**config.mk**
```make
export PLATFORM = sky130hd
export DESIGN_NAME = serial_bank_switch_mapper
export DESIGN_NICKNAME = d
export VERILOG_FILES = /design/src/sv/sbsm_pkg.sv /design/src/sv/sbsm_bank_calc.sv /design/src/sv/serial_bank_switch_mapper.sv
export SDC_FILE = /design/constraint.sdc
export NUM_CORES = 1
export LEC_CHECK = 0
export BUFFER_PORTS_ARGS = -buffer_cell sky130_fd_sc_hd__buf_4
export CAP_MARGIN = 25
export CORE_MARGIN = 3
export CORE_UTILIZATION = 50
export DETAILED_ROUTE_END_ITERATION = 8
export GPL_TIMING_DRIVEN = 0
export PLACE_DENSITY = 0.7
export SLEW_MARGIN = 20
export SYNTH_ARGS = -nofsm -noshare
export SYNTH_HDL_FRONTEND = slang
export SYNTH_HIERARCHICAL = 1
export SYNTH_SLANG_ARGS = --single-unit
```
**constraint.sdc**
```tcl
create_clock -name clk -period 5.1 [get_ports clk]
set_input_delay 0.255 -clock clk [delete_from_list [all_inputs] [get_ports clk]]
set_output_delay 0.255 -clock clk [all_outputs]
set_load 0.05 [all_outputs]
```
**src/sv/sbsm_pkg.sv**
```systemverilog
`timescale 1ns / 1ps

package sbsm_pkg;

	// Width of the interrupt tick counter; 16 to 32.
	localparam int CNT_W = 30;
	localparam logic [31:0] CNT_MAX = 32'((64'd1 << CNT_W) - 64'd1);

	// Value that the control register takes at reset and that a bit-7 write ORs into it.
	localparam logic [4:0] CTRL_RESET = 5'h0C;

	localparam logic CMD_WRITE = 1'b0;
	localparam logic CMD_TICK  = 1'b1;

	typedef enum logic [2:0] {
		REG_PRG_COUNT    = 3'd0,
		REG_CHR_COUNT    = 3'd1,
		REG_SRAM_EN      = 3'd2,
		REG_INIT_VMIRROR = 3'd3,
		REG_IRQ_LIMIT    = 3'd4
	} reg_idx_t;

	typedef enum logic [1:0] {
		MIRROR_ONE   = 2'd0,
		MIRROR_VERT  = 2'd1,
		MIRROR_HORIZ = 2'd2
	} mirror_t;

	typedef struct packed {
		logic [4:0] r0;
		logic [4:0] r1;
		logic [4:0] r2;
		logic [4:0] r3;
	} map_regs_t;

	typedef struct packed {
		mirror_t    mirror;
		logic [4:0] chr_lo;
		logic [4:0] chr_hi;
		logic [7:0] prg_lo;
		logic [7:0] prg_hi;
		logic       irq_off;
	} bank_map_t;

endpackage

```
**src/sv/sbsm_bank_calc.sv**
```systemverilog
`timescale 1ns / 1ps

// Bank map derived from the four mapper registers and the cart size.
module sbsm_bank_calc (
	input  sbsm_pkg::map_regs_t regs,
	input  logic [7:0]          prg_count,
	input  logic [7:0]          chr_count,
	output sbsm_pkg::bank_map_t map
);

	typedef enum logic [1:0] {
		SIZE_SMALL = 2'd0,
		SIZE_MID   = 2'd1,
		SIZE_LARGE = 2'd2
	} size_t;

	size_t      size;
	logic [3:0] chr_mask;
	logic [3:0] chr_bank;
	logic [7:0] outer;
	logic [7:0] bank32;
	logic [7:0] bank16;

	always_comb begin
		// Only the low four bits of the masks ever matter; the 4 KB mask is all ones.
		if (chr_count == 8'd0 || chr_count[0]) begin
			chr_mask = 4'd7;
		end else begin
			chr_mask = 4'd15;
		end
		chr_bank = regs.r1[3:0] & chr_mask;

		if (regs.r0[1]) begin
			map.mirror = regs.r0[0] ? sbsm_pkg::MIRROR_HORIZ : sbsm_pkg::MIRROR_VERT;
		end else begin
			map.mirror = sbsm_pkg::MIRROR_ONE;
		end

		if (!regs.r0[4]) begin
			map.chr_lo = {chr_bank, 1'b0};
			map.chr_hi = {chr_bank, 1'b1};
		end else begin
			map.chr_lo = {1'b0, regs.r1[3:0]};
			map.chr_hi = {1'b0, regs.r2[3:0]};
		end

		if (prg_count < 8'd32) begin
			size = SIZE_SMALL;
		end else if (prg_count < 8'd64) begin
			size = SIZE_MID;
		end else begin
			size = SIZE_LARGE;
		end

		// outer 256 KB select in 16 KB units
		case (size)
			SIZE_MID: begin
				outer = regs.r1[4] ? 8'd16 : 8'd0;
			end
			SIZE_LARGE: begin
				if (regs.r0[4]) begin
					outer = {2'b00, regs.r2[4:3] | {1'b0, regs.r1[4]}, 4'b0000};
				end else begin
					outer = regs.r1[4] ? 8'd32 : 8'd0;
				end
			end
			default: begin
				outer = 8'd0;
			end
		endcase

		bank32 = {4'b0000, regs.r3[3:1], 1'b0};
		bank16 = {4'b0000, regs.r3[3:0]};

		if (!regs.r0[3]) begin
			map.prg_lo = outer + bank32;
			map.prg_hi = outer + bank32 + 8'd1;
		end else if (regs.r0[2]) begin
			map.prg_lo = outer + bank16;
			map.prg_hi = (size == SIZE_SMALL) ? (prg_count - 8'd1) : (outer + 8'd15);
		end else begin
			map.prg_hi = outer + bank16;
			map.prg_lo = (size == SIZE_SMALL) ? 8'd0 : outer;
		end

		map.irq_off = regs.r0[4];
	end

endmodule

```
**src/sv/serial_bank_switch_mapper.sv**
```systemverilog
`timescale 1ns / 1ps

// Serial bank-switch cartridge mapper. Each input item is a CPU write
// (command 0) or one CPU-cycle tick (command 1); each gives exactly one
// result item carrying the bank map and IRQ level after that item, plus
// the save RAM write strobe, offset and byte. The block takes one item
// per clock unless the result register stalls: an item is registered on
// entry, processed by one level of shift/mask/add logic and lands in the
// result register once that register is free or is being taken. The
// state update of the serial latch, mapper registers and IRQ counter
// is done in the same logic, between the input and result registers,
// which sets the one-item-per-clock rate. New items keep flowing while
// the result register is full only if the sink takes the result in the
// same cycle. Configuration goes through the APB port (registers at
// 4*i: bank counts, save RAM enable, initial mirroring, IRQ limit) and
// is to be written only while the block is idle.
module serial_bank_switch_mapper (
	input  logic        clk,
	input  logic        arst_n,

	input  logic        psel,
	input  logic        penable,
	input  logic        pwrite,
	input  logic [4:0]  paddr,
	input  logic [31:0] pwdata,
	output logic [31:0] prdata,
	output logic        pready,

	input  logic        cmd_valid,
	output logic        cmd_ready,
	input  logic        command,
	input  logic [15:0] address,
	input  logic [7:0]  value,
	input  logic        write_phase_ok,

	output logic        res_valid,
	input  logic        res_ready,
	output logic [1:0]  mirroring,
	output logic [4:0]  chr_low_base,
	output logic [4:0]  chr_high_base,
	output logic [7:0]  prg_low_base,
	output logic [7:0]  prg_high_base,
	output logic        irq_pending,
	output logic        sram_write,
	output logic [12:0] sram_address,
	output logic [7:0]  sram_data
);

	// configuration registers
	logic [7:0]  prg_count_q;
	logic [7:0]  chr_count_q;
	logic        sram_en_q;
	logic        init_vmirror_q;
	logic [29:0] irq_limit_q;

	// mapper state
	logic [4:0]              latch_q;
	logic [2:0]              count_q;
	sbsm_pkg::map_regs_t     regs_q;
	sbsm_pkg::mirror_t       mirror_q;
	logic [4:0]              chr_lo_q;
	logic [4:0]              chr_hi_q;
	logic [7:0]              prg_lo_q;
	logic [7:0]              prg_hi_q;
	logic                    irq_en_q;
	logic [sbsm_pkg::CNT_W-1:0] irq_count_q;
	logic                    irq_flag_q;
	logic                    loaded_q;

	// input stage
	logic        valid_s1;
	logic        command_s1;
	logic [15:0] address_s1;
	logic [7:0]  value_s1;
	logic        phase_s1;

	// result register
	logic        res_valid_q;
	logic [1:0]  mirroring_q;
	logic [4:0]  chr_low_q;
	logic [4:0]  chr_high_q;
	logic [7:0]  prg_low_q;
	logic [7:0]  prg_high_q;
	logic        irq_pending_q;
	logic        sram_write_q;
	logic [12:0] sram_address_q;
	logic [7:0]  sram_data_q;

	logic advance;
	logic cfg_wr;
	sbsm_pkg::reg_idx_t cfg_idx;

	// item processing
	logic                is_sram;
	logic                is_map;
	logic                do_load;
	logic [4:0]          latch_nx;
	logic [2:0]          count_nx;
	sbsm_pkg::map_regs_t regs_nx;
	sbsm_pkg::bank_map_t map;
	logic                tick;
	logic [31:0]         cnt32;
	logic [31:0]         lim32;
	logic [31:0]         cap32;
	logic [31:0]         cnt_nx32;
	logic                flag_nx;

	assign advance   = valid_s1 && (!res_valid_q || res_ready);
	assign cmd_ready = !valid_s1 || advance;

	assign pready  = 1'b1;
	assign cfg_wr  = psel && penable && pwrite && pready;
	assign cfg_idx = sbsm_pkg::reg_idx_t'(paddr[4:2]);

	always_comb begin
		case (cfg_idx)
			sbsm_pkg::REG_PRG_COUNT:    prdata = {24'd0, prg_count_q};
			sbsm_pkg::REG_CHR_COUNT:    prdata = {24'd0, chr_count_q};
			sbsm_pkg::REG_SRAM_EN:      prdata = {31'd0, sram_en_q};
			sbsm_pkg::REG_INIT_VMIRROR: prdata = {31'd0, init_vmirror_q};
			sbsm_pkg::REG_IRQ_LIMIT:    prdata = {2'd0, irq_limit_q};
			default:                    prdata = 32'd0;
		endcase
	end

	always_comb begin
		is_sram = (command_s1 == sbsm_pkg::CMD_WRITE) && (address_s1[15:13] == 3'b011);
		is_map  = (command_s1 == sbsm_pkg::CMD_WRITE) && address_s1[15] && phase_s1;
		tick    = (command_s1 == sbsm_pkg::CMD_TICK) && irq_en_q;

		latch_nx = latch_q;
		count_nx = count_q;
		regs_nx  = regs_q;
		do_load  = 1'b0;
		if (is_map) begin
			if (value_s1[7]) begin
				// bit 7: force 16 KB mode with fixed last bank, drop the latch
				regs_nx.r0 = regs_q.r0 | sbsm_pkg::CTRL_RESET;
				do_load    = 1'b1;
			end else begin
				latch_nx[count_q] = value_s1[0];
				count_nx          = count_q + 3'd1;
				if (count_nx == 3'd5) begin
					do_load = 1'b1;
					case (address_s1[14:13])
						2'd0:    regs_nx.r0 = latch_nx;
						2'd1:    regs_nx.r1 = latch_nx;
						2'd2:    regs_nx.r2 = latch_nx;
						default: regs_nx.r3 = latch_nx;
					endcase
				end
			end
			if (do_load) begin
				latch_nx = 5'd0;
				count_nx = 3'd0;
			end
		end

		// counter saturates at the smaller of the limit and its own range
		cnt32    = 32'(irq_count_q);
		lim32    = {2'b00, irq_limit_q};
		cap32    = (lim32 < sbsm_pkg::CNT_MAX) ? lim32 : sbsm_pkg::CNT_MAX;
		cnt_nx32 = (cnt32 < cap32) ? (cnt32 + 32'd1) : cnt32;
		flag_nx  = irq_flag_q || (cnt_nx32 >= lim32);
	end

	sbsm_bank_calc u_bank_calc (
		.regs      (regs_nx),
		.prg_count (prg_count_q),
		.chr_count (chr_count_q),
		.map       (map)
	);

	// input stage
	always_ff @(posedge clk or negedge arst_n) begin
		if (!arst_n) begin
			valid_s1 <= 1'b0;
		end else if (cmd_ready) begin
			valid_s1 <= cmd_valid;
		end
	end

	always_ff @(posedge clk) begin
		if (cmd_ready && cmd_valid) begin
			command_s1 <= command;
			address_s1 <= address;
			value_s1   <= value;
			phase_s1   <= write_phase_ok;
		end
	end

	// configuration and mapper state
	always_ff @(posedge clk or negedge arst_n) begin
		if (!arst_n) begin
			prg_count_q    <= 8'd2;
			chr_count_q    <= 8'd0;
			sram_en_q      <= 1'b0;
			init_vmirror_q <= 1'b0;
			irq_limit_q    <= 30'd671088640;
			latch_q        <= 5'd0;
			count_q        <= 3'd0;
			regs_q         <= '{r0: sbsm_pkg::CTRL_RESET, r1: 5'd0, r2: 5'd0, r3: 5'd0};
			mirror_q       <= sbsm_pkg::MIRROR_HORIZ;
			chr_lo_q       <= 5'd0;
			chr_hi_q       <= 5'd1;
			prg_lo_q       <= 8'd0;
			prg_hi_q       <= 8'd1;
			irq_en_q       <= 1'b0;
			irq_count_q    <= '0;
			irq_flag_q     <= 1'b0;
			loaded_q       <= 1'b0;
		end else begin
			if (cfg_wr) begin
				case (cfg_idx)
					sbsm_pkg::REG_PRG_COUNT: begin
						prg_count_q <= pwdata[7:0];
						// fixed last bank follows the count until the first load
						if (!loaded_q) begin
							prg_hi_q <= pwdata[7:0] - 8'd1;
						end
					end
					sbsm_pkg::REG_CHR_COUNT: begin
						chr_count_q <= pwdata[7:0];
					end
					sbsm_pkg::REG_SRAM_EN: begin
						sram_en_q <= pwdata[0];
					end
					sbsm_pkg::REG_INIT_VMIRROR: begin
						init_vmirror_q <= pwdata[0];
						if (!loaded_q) begin
							mirror_q <= pwdata[0] ? sbsm_pkg::MIRROR_VERT
							                      : sbsm_pkg::MIRROR_HORIZ;
						end
					end
					sbsm_pkg::REG_IRQ_LIMIT: begin
						irq_limit_q <= pwdata[29:0];
					end
					default: begin
					end
				endcase
			end
			if (advance) begin
				latch_q <= latch_nx;
				count_q <= count_nx;
				regs_q  <= regs_nx;
				if (tick) begin
					irq_count_q <= sbsm_pkg::CNT_W'(cnt_nx32);
					irq_flag_q  <= flag_nx;
				end
				if (do_load) begin
					loaded_q <= 1'b1;
					mirror_q <= map.mirror;
					chr_lo_q <= map.chr_lo;
					chr_hi_q <= map.chr_hi;
					prg_lo_q <= map.prg_lo;
					prg_hi_q <= map.prg_hi;
					irq_en_q <= !map.irq_off;
					if (map.irq_off) begin
						irq_count_q <= '0;
						irq_flag_q  <= 1'b0;
					end
				end
			end
		end
	end

	// result register: state after this item
	always_ff @(posedge clk or negedge arst_n) begin
		if (!arst_n) begin
			res_valid_q <= 1'b0;
		end else if (advance) begin
			res_valid_q <= 1'b1;
		end else if (res_ready) begin
			res_valid_q <= 1'b0;
		end
	end

	always_ff @(posedge clk) begin
		if (advance) begin
			if (do_load) begin
				mirroring_q   <= map.mirror;
				chr_low_q     <= map.chr_lo;
				chr_high_q    <= map.chr_hi;
				prg_low_q     <= map.prg_lo;
				prg_high_q    <= map.prg_hi;
				irq_pending_q <= map.irq_off ? 1'b0 : irq_flag_q;
			end else begin
				mirroring_q   <= mirror_q;
				chr_low_q     <= chr_lo_q;
				chr_high_q    <= chr_hi_q;
				prg_low_q     <= prg_lo_q;
				prg_high_q    <= prg_hi_q;
				irq_pending_q <= tick ? flag_nx : irq_flag_q;
			end
			sram_write_q   <= is_sram && sram_en_q;
			sram_address_q <= (is_sram && sram_en_q) ? address_s1[12:0] : 13'd0;
			sram_data_q    <= (is_sram && sram_en_q) ? value_s1 : 8'd0;
		end
	end

	assign res_valid     = res_valid_q;
	assign mirroring     = mirroring_q;
	assign chr_low_base  = chr_low_q;
	assign chr_high_base = chr_high_q;
	assign prg_low_base  = prg_low_q;
	assign prg_high_base = prg_high_q;
	assign irq_pending   = irq_pending_q;
	assign sram_write    = sram_write_q;
	assign sram_address  = sram_address_q;
	assign sram_data     = sram_data_q;

endmodule
```
==> out/results.tsv <==
stage	metric	value	unit
finish	final_common_cell	buf_4	
finish	fillers	1955	
clock_network	cts_htree_levels	1	
clock_network	cts_tree	done	
clock_network	clock_path_buffers	3	
routing	drt_iter0_drc	755	
power_and_ir_drop	ir_drop	218.8	uV
sta	finalSetupViolCount	0	
setup_path	required	5.36	ns
setup_path	path_cells	inv_1, ha_1, and4_1, nand4_1, or4_1, clkbuf_1, o2111ai_1, clkbuf_2, nor2_1, xor2_1, ha_1, nand4_1, nor3_1, nor4_1, o31a_1, o22ai_1, o21ai_1, a21oi_1	
placed_design	dpl_worst_slack	-0.09166	ns
sta	hold_viol_final	0	
routing	viasPerCell	5.539	
global_route	antenna_found_initial	0	
clock_network	cts_made_buffers	25	
finish	fin_cells	1732	
setup_path	critical_path_buf_inv_count	3	
job	drv_cap	0	
setup_path	cp.arrival	5.12	ns
setup_path	crit_path_max_fanout	10	
placed_design	gp_congestion	0.9224	
outcome	status	completed	
finish	fin_util	0.6370	
setup_path	cp-endpoint	irq_pending	
setup_path	cp-startpoint	irq_limit_q[29]	
floorplan	start_util	0.5093	
finish	layout_common_cells	buf_4, dfrtp_1, nand2_1	
sta	slew_viol_final	0	
sta	fin_crit_sh	0.9521	
routing	wirelength	31580	um
sta	maxSlewHeadroom	0.3357	
routing	routedWlPerCell	18.24	um
floorplan	rows	56	
logic_synthesis	yosys_warnings	6	
floorplan	die_h	160.9	um
clock_network	cts_setup_buffers	0	
global_route	grt_pass1_wl	51140	um
global_route	grt_max_degree	89	
sta	period_needed	4.856	ns
sta	worstMarginPinSlew	0.9873	ns
placed_design	port_buffers	148	
setup_path	cpPeakStageDelay	0.58	ns
finish	areaGrowthSynthToFinish	25.06	%
global_route	grt_pass1_vias	9791	
routing	vias	9594	
setup_path	slowest_stage	or4_1	
setup_path	worstSetupEndpointType	flop	
clock_network	clkLatencyLatePin	0.52	ns
routing	drc	0	
finish	antenna_cells	0	
clock_network	clk_pin_slew	0.06	ns
setup_path	critPathKind	flop to flop	
placed_design	hpwlAfterDp	22590	um
setup_path	r2r_setup_slack	0.24	ns
floorplan	ioPinCount	156	
finish	drive_above_1_share	0.2406	
logic_synthesis	synth.cell_area	11990	sq um
routing	route.antenna.remaining_nets	0	
sta	max_freq	0.2059	GHz
global_route	track_usage	0.2428	
setup_path	r2r_start	irq_limit_q[29]	
floorplan	fp.coreArea	23540	sq um
setup_path	r2r_cells	18	
clock_network	cts_root_buf	clkbuf_16	
sta	final.setup_skew	0.01236	ns
global_route	overflow	0	
hold_path	min_path_type	primary input to flop	
clock_network	cts_num_sinks	215	
routing	first_pass_iters	5	
power_and_ir_drop	power_density	340.3	nW/um^2
setup_path	r2r-end	irq_pending	
finish	fin_nets	1528	
setup_path	critPathLaunchType	flop	
placed_design	dp_cells	1631	
setup_path	critPathTopFamily	simple AND/OR/NAND/NOR gates	
setup_path	crit_cells	18	
floorplan	die_w	160.9	um
floorplan	die-area	25870	sq um
sta	setup_ws	0.2442	ns
sta	rsz0062_at_grt	false	
logic_synthesis	synth_cells	1159	
logic_synthesis	syn_avg_cell_area	10.35	sq um
power_and_ir_drop	total_leakage_power	7.024	nW
==> layout make-up <==
class / instances / area (sq um) / area share
buffer: 61 / 270.3 / 0.01802
clock buffer: 27 / 643.1 / 0.04289
clock inverter: 19 / 198.9 / 0.01327
inverter: 72 / 270.3 / 0.01802
multi-input combinational: 813 / 5722 / 0.3816
sequential: 215 / 5776 / 0.3851
tap: 319 / 399.1 / 0.02662
timing repair buffer: 206 / 1717 / 0.1145
==> what timing repair did <==
item                                    in CTS  in global routing
hold endpoints to repair                   103                  0
gates resized for setup                      1                 11
endpoints found under the setup margin       2                  2
cloned                                       0                  0
pin swaps                                    0                  0
hold buffers                                54                  0
==> how the worst min path moves through the flow <==
stage                           from             end  slack (ns)  cells past startpoint
after floorplan               arst_n  chr_count_q[0]       -0.04                      0
after global placement    address[9]   address_s1[9]        0.43                      1
after detailed placement      arst_n     chr_lo_q[1]        0.22                      1
after CTS                  pwdata[6]  prg_count_q[6]        0.01                      2
after global routing       pwdata[6]  prg_count_q[6]        0.02                      2
final                      pwdata[2]  irq_limit_q[2]        0.02                      3
==> flip-flops by register name, indices dropped and copies added (netlist names), 8 cells and up <==
signal         cells
sram_data          8
irq_limit_q       30
prg_count_q        8
prg_high_base      8
sram_address      13
prg_hi_q           8
prg_lo_q           8
prg_low_base       8
regs_q            19
address_s1        16
chr_count_q        8
irq_count_q       30
value_s1           8
==> where the power goes <==
part,internal [W],total (W),switching (W)
clock network,0.00107,0.00182,0.000750
logic,0.000428,0.00112,0.000688
registers,0.00202,0.00216,0.000143
==> metal layers <==
layer	wire (um)	vias up	global-route usage
met1	13450	4646	0.3138
met4	1027	0	0.08252
met3	1482	55	0.03121
met5	0	-	0
li1	-	4633	-
met2	15630	260	0.4229
==> worst reg2reg max path, delay by kind of cell (launching register included) <==
family,cells,cell delay [ns]
and+or+nand+nor,7,1.63
xor gates and xnor gates,1,0.15
buffers and inverters,3,0.58
AOI/OAI and AO/OA,5,1.09
adders and majority gates,2,0.60
DFF,1,0.54
==> per-stage QoR <==
stage | hold WS [ns] | TNS [ns] | power (W) | instance area (sq um)
after global routing | 0.02458 | 0 | 0.005347 | 15000
after detailed placement | 0.2152 | -0.09166 | 0.003272 | 13580
final | 0.02062 | 0 | 0.005104 | 15000
after CTS | 0.01002 | 0 | 0.005134 | 14960
after global placement | 0.4342 | 0 | 0.003237 | 13510
after floorplan | -0.04059 | 0 | 0.002903 | 12000
No activity file was read; power rests on OpenSTA's default activity.
